## config.mk

```make
export PLATFORM = sky130hd
export DESIGN_NAME = touch_calibration_mapper
export DESIGN_NICKNAME = d
export VERILOG_FILES = /design/src/rtl/tcm_pkg.sv /design/src/rtl/touch_calibration_mapper.sv /design/src/rtl/tcm_front.sv /design/src/rtl/tcm_div_cell.sv /design/src/rtl/tcm_back.sv
export SDC_FILE = /design/constraint.sdc
export NUM_CORES = 2
export LEC_CHECK = 0
export ABC_AREA = 1
export BUFFER_PORTS_ARGS = -buffer_cell sky130_fd_sc_hd__buf_2
export CAP_MARGIN = 20
export CORE_UTILIZATION = 35
export DETAILED_ROUTE_END_ITERATION = 10
export PLACE_DENSITY = 0.57
export SLEW_MARGIN = 10
export SYNTH_ARGS = -nofsm -noshare
export SYNTH_HDL_FRONTEND = slang
export SYNTH_SLANG_ARGS = --single-unit
```

## constraint.sdc

```tcl
create_clock -name clk -period 7.7 [get_ports clk]
set_input_delay 0.77 -clock clk [delete_from_list [all_inputs] [get_ports clk]]
set_output_delay 0.77 -clock clk [all_outputs]
set_load 0.01 [all_outputs]
```

## src/rtl/tcm_pkg.sv

```systemverilog
// Package: widths, screen constants and word types of the touch calibration mapper.
`default_nettype none
package tcm_pkg;

  localparam int RAW_W   = 12;
  localparam int SPAN_W  = 13;
  localparam int COORD_W = 10;
  localparam int CFG_IDX_W = 3;
  localparam int CFG_DATA_W = 13;

  // Product magnitude |raw - centre| * size stays below 2^22.
  localparam int PROD_W = 22;
  // Remainder is below the divisor, which is at most 4096.
  localparam int REM_W  = 13;
  localparam int DIV_STEPS = PROD_W;

  localparam logic [COORD_W-1:0] SCREEN_W = 10'd800;
  localparam logic [COORD_W-1:0] SCREEN_H = 10'd480;

  // Register indexes on the configuration port.
  localparam logic [CFG_IDX_W-1:0] REG_SWAP_AXES = 3'd0;
  localparam logic [CFG_IDX_W-1:0] REG_CENTRE_X  = 3'd1;
  localparam logic [CFG_IDX_W-1:0] REG_CENTRE_Y  = 3'd2;
  localparam logic [CFG_IDX_W-1:0] REG_SPAN_X    = 3'd3;
  localparam logic [CFG_IDX_W-1:0] REG_SPAN_Y    = 3'd4;

  typedef struct packed {
    logic [RAW_W-1:0] raw_x;
    logic [RAW_W-1:0] raw_y;
  } in_word_t;

  typedef struct packed {
    logic [COORD_W-1:0] screen_x;
    logic [COORD_W-1:0] screen_y;
  } out_word_t;

  // One axis in flight: remainder and dividend/quotient share one shift register.
  typedef struct packed {
    logic [REM_W+PROD_W-1:0] rq;
    logic [REM_W-1:0]        dsr;
    logic                    neg;
  } axis_t;

  typedef struct packed {
    axis_t x;
    axis_t y;
  } stage_t;

endpackage
`default_nettype wire

```

## src/rtl/touch_calibration_mapper.sv

```systemverilog
// Top level: linear touchscreen calibration pipeline from raw sample to pixel word.
// Takes one raw sample word per cycle while in_stall is low and returns one screen word per
// sample: one front stage (swap, offset and scale by screen size), a chain of 22 divider
// cells that each settle one quotient bit of the signed truncating divide by span, and one
// output register that restores the sign, adds half the screen size and clamps. A zero span
// divides by one. Stalls ripple back through the chain so that empty cells keep filling while
// the output word waits. Calibration registers are written through the config port, always
// ready; the user writes them only while no sample is in flight (the block does not check).
`default_nettype none
module touch_calibration_mapper (
  input  wire logic                           clk,
  input  wire logic                           rst,
  input  wire logic                           cfg_valid,
  output logic                                cfg_ready,
  input  wire logic [tcm_pkg::CFG_IDX_W-1:0]  cfg_index,
  input  wire logic [tcm_pkg::CFG_DATA_W-1:0] cfg_data,
  input  wire logic                           in_valid,
  output logic                                in_stall,
  input  wire tcm_pkg::in_word_t              in_data,
  output logic                                out_valid,
  input  wire logic                           out_stall,
  output tcm_pkg::out_word_t                  out_data
);

  logic            cell_valid [tcm_pkg::DIV_STEPS+1];
  tcm_pkg::stage_t cell_data  [tcm_pkg::DIV_STEPS+1];
  logic            cell_ready [tcm_pkg::DIV_STEPS+1];

  tcm_front u_front (
    .clk        (clk),
    .rst        (rst),
    .cfg_valid  (cfg_valid),
    .cfg_ready  (cfg_ready),
    .cfg_index  (cfg_index),
    .cfg_data   (cfg_data),
    .in_valid   (in_valid),
    .in_stall   (in_stall),
    .in_data    (in_data),
    .down_ready (cell_ready[0]),
    .valid      (cell_valid[0]),
    .data       (cell_data[0])
  );

  // Chain of divider cells, one quotient bit each.
  for (genvar i = 0; i < tcm_pkg::DIV_STEPS; i++) begin : g_cell
    tcm_div_cell u_cell (
      .clk        (clk),
      .rst        (rst),
      .up_valid   (cell_valid[i]),
      .up_data    (cell_data[i]),
      .ready      (cell_ready[i]),
      .down_ready (cell_ready[i+1]),
      .valid      (cell_valid[i+1]),
      .data       (cell_data[i+1])
    );
  end

  tcm_back u_back (
    .clk       (clk),
    .rst       (rst),
    .up_valid  (cell_valid[tcm_pkg::DIV_STEPS]),
    .up_data   (cell_data[tcm_pkg::DIV_STEPS]),
    .ready     (cell_ready[tcm_pkg::DIV_STEPS]),
    .out_valid (out_valid),
    .out_stall (out_stall),
    .out_data  (out_data)
  );

endmodule
`default_nettype wire

```

## src/rtl/tcm_front.sv

```systemverilog
// Front stage: calibration registers, axis swap, offset, scale and sign split.
`default_nettype none
module tcm_front (
  input  wire logic                           clk,
  input  wire logic                           rst,
  input  wire logic                           cfg_valid,
  output logic                                cfg_ready,
  input  wire logic [tcm_pkg::CFG_IDX_W-1:0]  cfg_index,
  input  wire logic [tcm_pkg::CFG_DATA_W-1:0] cfg_data,
  input  wire logic                           in_valid,
  output logic                                in_stall,
  input  wire tcm_pkg::in_word_t              in_data,
  input  wire logic                           down_ready,
  output logic                                valid,
  output tcm_pkg::stage_t                     data
);

  logic                              swap_axes;
  logic [tcm_pkg::RAW_W-1:0]         centre_x;
  logic [tcm_pkg::RAW_W-1:0]         centre_y;
  logic signed [tcm_pkg::SPAN_W-1:0] span_x;
  logic signed [tcm_pkg::SPAN_W-1:0] span_y;
  logic                              ready;
  logic [tcm_pkg::RAW_W-1:0]         ax;
  logic [tcm_pkg::RAW_W-1:0]         ay;

  // Split one axis into product magnitude, divisor magnitude and result sign.
  function automatic tcm_pkg::axis_t prep(
    input logic [tcm_pkg::RAW_W-1:0]         raw,
    input logic [tcm_pkg::RAW_W-1:0]         centre,
    input logic signed [tcm_pkg::SPAN_W-1:0] span,
    input logic [tcm_pkg::COORD_W-1:0]       size
  );
    logic signed [tcm_pkg::RAW_W:0] diff;
    logic [tcm_pkg::RAW_W-1:0]      mag;
    tcm_pkg::axis_t                 a;
    diff = $signed({1'b0, raw}) - $signed({1'b0, centre});
    mag  = diff[tcm_pkg::RAW_W] ? tcm_pkg::RAW_W'(-diff) : diff[tcm_pkg::RAW_W-1:0];
    if (span == '0) begin
      a.dsr = tcm_pkg::REM_W'(1);
    end else if (span[tcm_pkg::SPAN_W-1]) begin
      a.dsr = tcm_pkg::REM_W'(-span);
    end else begin
      a.dsr = tcm_pkg::REM_W'(span);
    end
    a.rq  = {{tcm_pkg::REM_W{1'b0}},
             tcm_pkg::PROD_W'(mag) * tcm_pkg::PROD_W'(size)};
    a.neg = diff[tcm_pkg::RAW_W] ^ span[tcm_pkg::SPAN_W-1];
    return a;
  endfunction

  assign cfg_ready = 1'b1;
  assign ready     = !valid || down_ready;
  assign in_stall  = valid && !down_ready;

  // Exchange raw readings when the swap mode is on.
  assign ax = swap_axes ? in_data.raw_y : in_data.raw_x;
  assign ay = swap_axes ? in_data.raw_x : in_data.raw_y;

  // Hold calibration registers; the user writes only while idle (not enforced).
  always_ff @(posedge clk) begin
    if (rst) begin
      swap_axes <= 1'b0;
      centre_x  <= 12'd2048;
      centre_y  <= 12'd2048;
      span_x    <= 13'sd4095;
      span_y    <= 13'sd4095;
    end else if (cfg_valid) begin
      case (cfg_index)
        tcm_pkg::REG_SWAP_AXES: swap_axes <= cfg_data[0];
        tcm_pkg::REG_CENTRE_X:  centre_x  <= cfg_data[tcm_pkg::RAW_W-1:0];
        tcm_pkg::REG_CENTRE_Y:  centre_y  <= cfg_data[tcm_pkg::RAW_W-1:0];
        tcm_pkg::REG_SPAN_X:    span_x    <= $signed(cfg_data[tcm_pkg::SPAN_W-1:0]);
        tcm_pkg::REG_SPAN_Y:    span_y    <= $signed(cfg_data[tcm_pkg::SPAN_W-1:0]);
        default: ;
      endcase
    end
  end

  // Advance the front register when the first divider cell can take it.
  always_ff @(posedge clk) begin
    if (rst) begin
      valid <= 1'b0;
    end else if (ready) begin
      valid <= in_valid;
    end
  end

  always_ff @(posedge clk) begin
    if (ready && in_valid) begin
      data.x <= prep(ax, centre_x, span_x, tcm_pkg::SCREEN_W);
      data.y <= prep(ay, centre_y, span_y, tcm_pkg::SCREEN_H);
    end
  end

endmodule
`default_nettype wire

```

## src/rtl/tcm_div_cell.sv

```systemverilog
// Divider cell: one restoring quotient bit for both axes per pipeline step.
`default_nettype none
module tcm_div_cell (
  input  wire logic            clk,
  input  wire logic            rst,
  input  wire logic            up_valid,
  input  wire tcm_pkg::stage_t up_data,
  output logic                 ready,
  input  wire logic            down_ready,
  output logic                 valid,
  output tcm_pkg::stage_t      data
);

  // Shift in the next dividend bit and subtract the divisor when it fits.
  function automatic tcm_pkg::axis_t step(input tcm_pkg::axis_t a);
    logic [tcm_pkg::REM_W+tcm_pkg::PROD_W-1:0] t;
    logic [tcm_pkg::REM_W-1:0]                 top;
    tcm_pkg::axis_t                            r;
    t   = {a.rq[tcm_pkg::REM_W+tcm_pkg::PROD_W-2:0], 1'b0};
    top = t[tcm_pkg::REM_W+tcm_pkg::PROD_W-1:tcm_pkg::PROD_W];
    if (top >= a.dsr) begin
      t[tcm_pkg::REM_W+tcm_pkg::PROD_W-1:tcm_pkg::PROD_W] = top - a.dsr;
      t[0] = 1'b1;
    end
    r     = a;
    r.rq  = t;
    return r;
  endfunction

  assign ready = !valid || down_ready;

  always_ff @(posedge clk) begin
    if (rst) begin
      valid <= 1'b0;
    end else if (ready) begin
      valid <= up_valid;
    end
  end

  always_ff @(posedge clk) begin
    if (ready && up_valid) begin
      data.x <= step(up_data.x);
      data.y <= step(up_data.y);
    end
  end

endmodule
`default_nettype wire

```

## src/rtl/tcm_back.sv

```systemverilog
// Output stage: restore sign, add the half-screen offset, clamp and register the word.
`default_nettype none
module tcm_back (
  input  wire logic              clk,
  input  wire logic              rst,
  input  wire logic              up_valid,
  input  wire tcm_pkg::stage_t   up_data,
  output logic                   ready,
  output logic                   out_valid,
  input  wire logic              out_stall,
  output tcm_pkg::out_word_t     out_data
);

  // Signed quotient plus offset, then clamp to 0..size.
  function automatic logic [tcm_pkg::COORD_W-1:0] finish(
    input tcm_pkg::axis_t              a,
    input logic [tcm_pkg::COORD_W-1:0] size
  );
    logic signed [tcm_pkg::PROD_W+1:0] q;
    logic signed [tcm_pkg::PROD_W+1:0] v;
    logic signed [tcm_pkg::PROD_W+1:0] lim;
    q   = $signed({2'b00, a.rq[tcm_pkg::PROD_W-1:0]});
    lim = $signed({{(tcm_pkg::PROD_W-tcm_pkg::COORD_W+2){1'b0}}, size});
    v   = (a.neg ? -q : q) + (lim >>> 1);
    if (v < 0) begin
      return '0;
    end else if (v > lim) begin
      return size;
    end
    return v[tcm_pkg::COORD_W-1:0];
  endfunction

  assign ready = !out_valid || !out_stall;

  always_ff @(posedge clk) begin
    if (rst) begin
      out_valid <= 1'b0;
    end else if (ready) begin
      out_valid <= up_valid;
    end
  end

  always_ff @(posedge clk) begin
    if (ready && up_valid) begin
      out_data.screen_x <= finish(up_data.x, tcm_pkg::SCREEN_W);
      out_data.screen_y <= finish(up_data.y, tcm_pkg::SCREEN_H);
    end
  end

endmodule
`default_nettype wire

```

==> flow_summary.ini <==
[global_routing]
grt_pass1_wl_um = 272000
antenna_found_initial = 2
grt_max_degree = 87
grt_overflow = 0
grt_usage_pct = 12.1
use_met2_pct = 22.9
grt_pass1_vias = 56017
met3_usage_pct = 1.93
grt_use_met1_pct = 13.3
grt.busiest_layer = met2

[clocking]
cts_buffers = 204
clockBufferDepth = 3
cts-htree-levels = 4
cts_tree = done
ctsHoldBuffers = 0
post_cts_buffers = 0
ctsResizeCount = 0
cts.sinks = 2028
clk_pin_slew_ps = 70
clock-root-buffer = clkbuf_16
clock_latency_ps = 840

[floorplanning]
coreArea_um2 = 268000
die_w_um = 522
start_util_pct = 35.3
die_h_um = 522
io_pins = 68
die_area_um2 = 273000
core.rowCount = 190

[drt]
ant_nets = 0
drt_pre_antenna_iters = 6
wl_um = 166000
vias = 54761
routed_via_density = 4.64
first_iter_violations = 2885
drc = 0
wl_per_cell_um = 14.1

[final_layout]
layout_common_cells = edfxtp_1 (1953), inv_1 (1074), nand2_1 (887)
drive_gt1_share_pct = 6.33
syn2layout_area_growth_pct = 12.1
fin_nets = 8820
final_common_cell = edfxtp_1

[worst_hold_path]
hold_class = primary input to flop

[synth]
avgSynthCellArea_um2 = 12.0
ys_ff_latch = 2028
synth.area.top_cells = edfxtp_1 (62%), ha_1 (8.5%), a21oi_1 (4.7%)
yosys_warnings = 0
synth.largest_area_cell = edfxtp_1
post_synth_instance_area_um2 = 94700
synthArstFlopShare_pct = 0
yosys.area.top_type_share_pct = 61.9
syn_inst = 7864
synth_edf_count = 1953
synth_nets = 8616
synth_flop_cell = edfxtp_1
netlist-cell-type-count = 63
ys_seq_area_share_pct = 63.5

[setup_path]
crit_path_max_fanout = 22
cp.arrival_ps = 7200
cp-start-kind = flop
cp_common_cell = a21oi_1
critPathRequiredTime_ps = 8280
cp_slowest_cell = dfxtp_1
max_stage_delay_ps = 690
crit_buf_inv = 4
end_kind = flop
cp_top_family = compound AO/OA/AOI/OAI gates
worst-setup-path-type = flop to flop

[timing]
slew_viol_final = 0
setup_viol = 0
rsz0062_at_grt = no
max_freq_mhz = 151
fin_crit_ps = 6620
worst_pin_slew_ps = 1060
setup_tns_ps = 0
fin_skew_ps = 38.6
hold_viol = 0
slew_headroom_pct = 29.1
fin_crit_sh_pct = 86.0
hold_slack_ps = 239

[power_and_ir_drop]
vdd_drop_max_uv = 195
p_per_area_nw_per_um2 = 233
power.leakage_uw = 0.0411

[placement]
hpwl_um = 124000
place_congestion = 0.881
port_buffers = 66

[outcome]
status = finished, final reports clean

[job]
max_cap_violations = 0
## worst register-to-register path: cells and delay by family (launching register included)
family                     cells  cell delay (ps)
AOI/OAI and AO/OA             14             2440
and+or+nand+nor                5              430
buffers and inverters          4              330
adders and majority gates      5             2020
DFF                            1              690
xor gates and xnor gates       2              460
## worst paths after layout
check / start / end / slack [ps] / cells past startpoint
worst max-delay path: u_front.swap_axes / u_front.data[33] / 1080 / 30
worst min-delay path: out_stall / u_back.out_valid / 240 / 3
worst max register to register: u_front.swap_axes / u_front.data[33] / 1080 / 30
worst min register to register: g_cell[9].u_cell.data[81] / g_cell[10].u_cell.data[82] / 390 / 0
## power by group
part	internal (uW)	switching, uW	total [uW]
Sequential	12400	73.9	12400
Clock	5640	4150	9780
Combinational	1050	1450	2490
## cells in the mapped netlist, types with 3 or more instances
cell      instances
dfxtp_1          75
nor2_2           17
nor2_4            6
o21ai_1           9
o21ai_2           3
nand3_1         299
o221ai_1          3
a31oi_1           6
o211ai_1         40
o21a_1            3
edfxtp_1       1953
clkbuf_1         42
o21ai_0         229
nand2_2           8
a21oi_1         883
xnor2_1         245
a41oi_1          22
or2_2            10
nand3_2           9
ha_1            643
nand3b_1         33
nor2_1          666
buf_2            69
o21bai_1         78
a21o_1           18
nand4_1          64
nor3_1           45
xor2_1          258
xor2_2            8
inv_2            12
nor4_1           12
fa_1             64
a21boi_0         23
inv_1          1085
nand2_1         887
## sequential cells by signal (all words and copies together), names as in the netlist
register	count
g_cell.u_cell.data	1872
u_front.centre_y	12
u_front.centre_x	12
g_cell.u_cell.valid	22
u_front.data	61
u_front.valid	1
u_back.out_valid	1
u_back.out_data	20
u_front.swap_axes	1
u_front.span_x	13
u_front.span_y	13
## final cells by class
type                       instances  area, um2
clock inverter                   129       1320
tap                             3552       4440
fill                           24986     162000
antenna                            1       2.50
inverter                        1099       4140
multi-input combinational       4622      30000
clock buffer                     246       5350
timing repair buffer             113        772
sequential                      2028      60100
## per-layer routing
layer,up-vias,wire [um]
met4,0,5520
met5,-,0
met3,348,5380
li1,27762,-
met2,830,86900
met1,25821,68000
## metrics by stage
stage               utilization, %  instance area, um2  power, uW  instances  setup WS, ps
floorplan                        -               94700      14700       7864          1270
global placement              37.0               99400      15200      11408           826
detailed placement            37.0               99400      15200      11408           825
CTS                           39.5              106000      25100      11783          1050
global route                  39.6              106000      25900      11790           398
finish                        39.6              106000      24700      11790          1080
## logic make-up (layout without fill, tap and decap cells)
kind of cell             count (synthesis)  count (layout)  synth area share [%]
AO/OA/AOI/OAI                         1331            1331                  7.64
adder cells (fa/ha/maj)                707             707                  9.85
other                                    2               3               0.00793
buffers and inverters                 1214            1587                  4.92
flip-flops                            2028            2028                  63.5
XOR/XNOR                               511             511                  4.79
AND/OR/NAND/NOR                       2071            2071                  9.28
(Power assumes the default switching activity.)
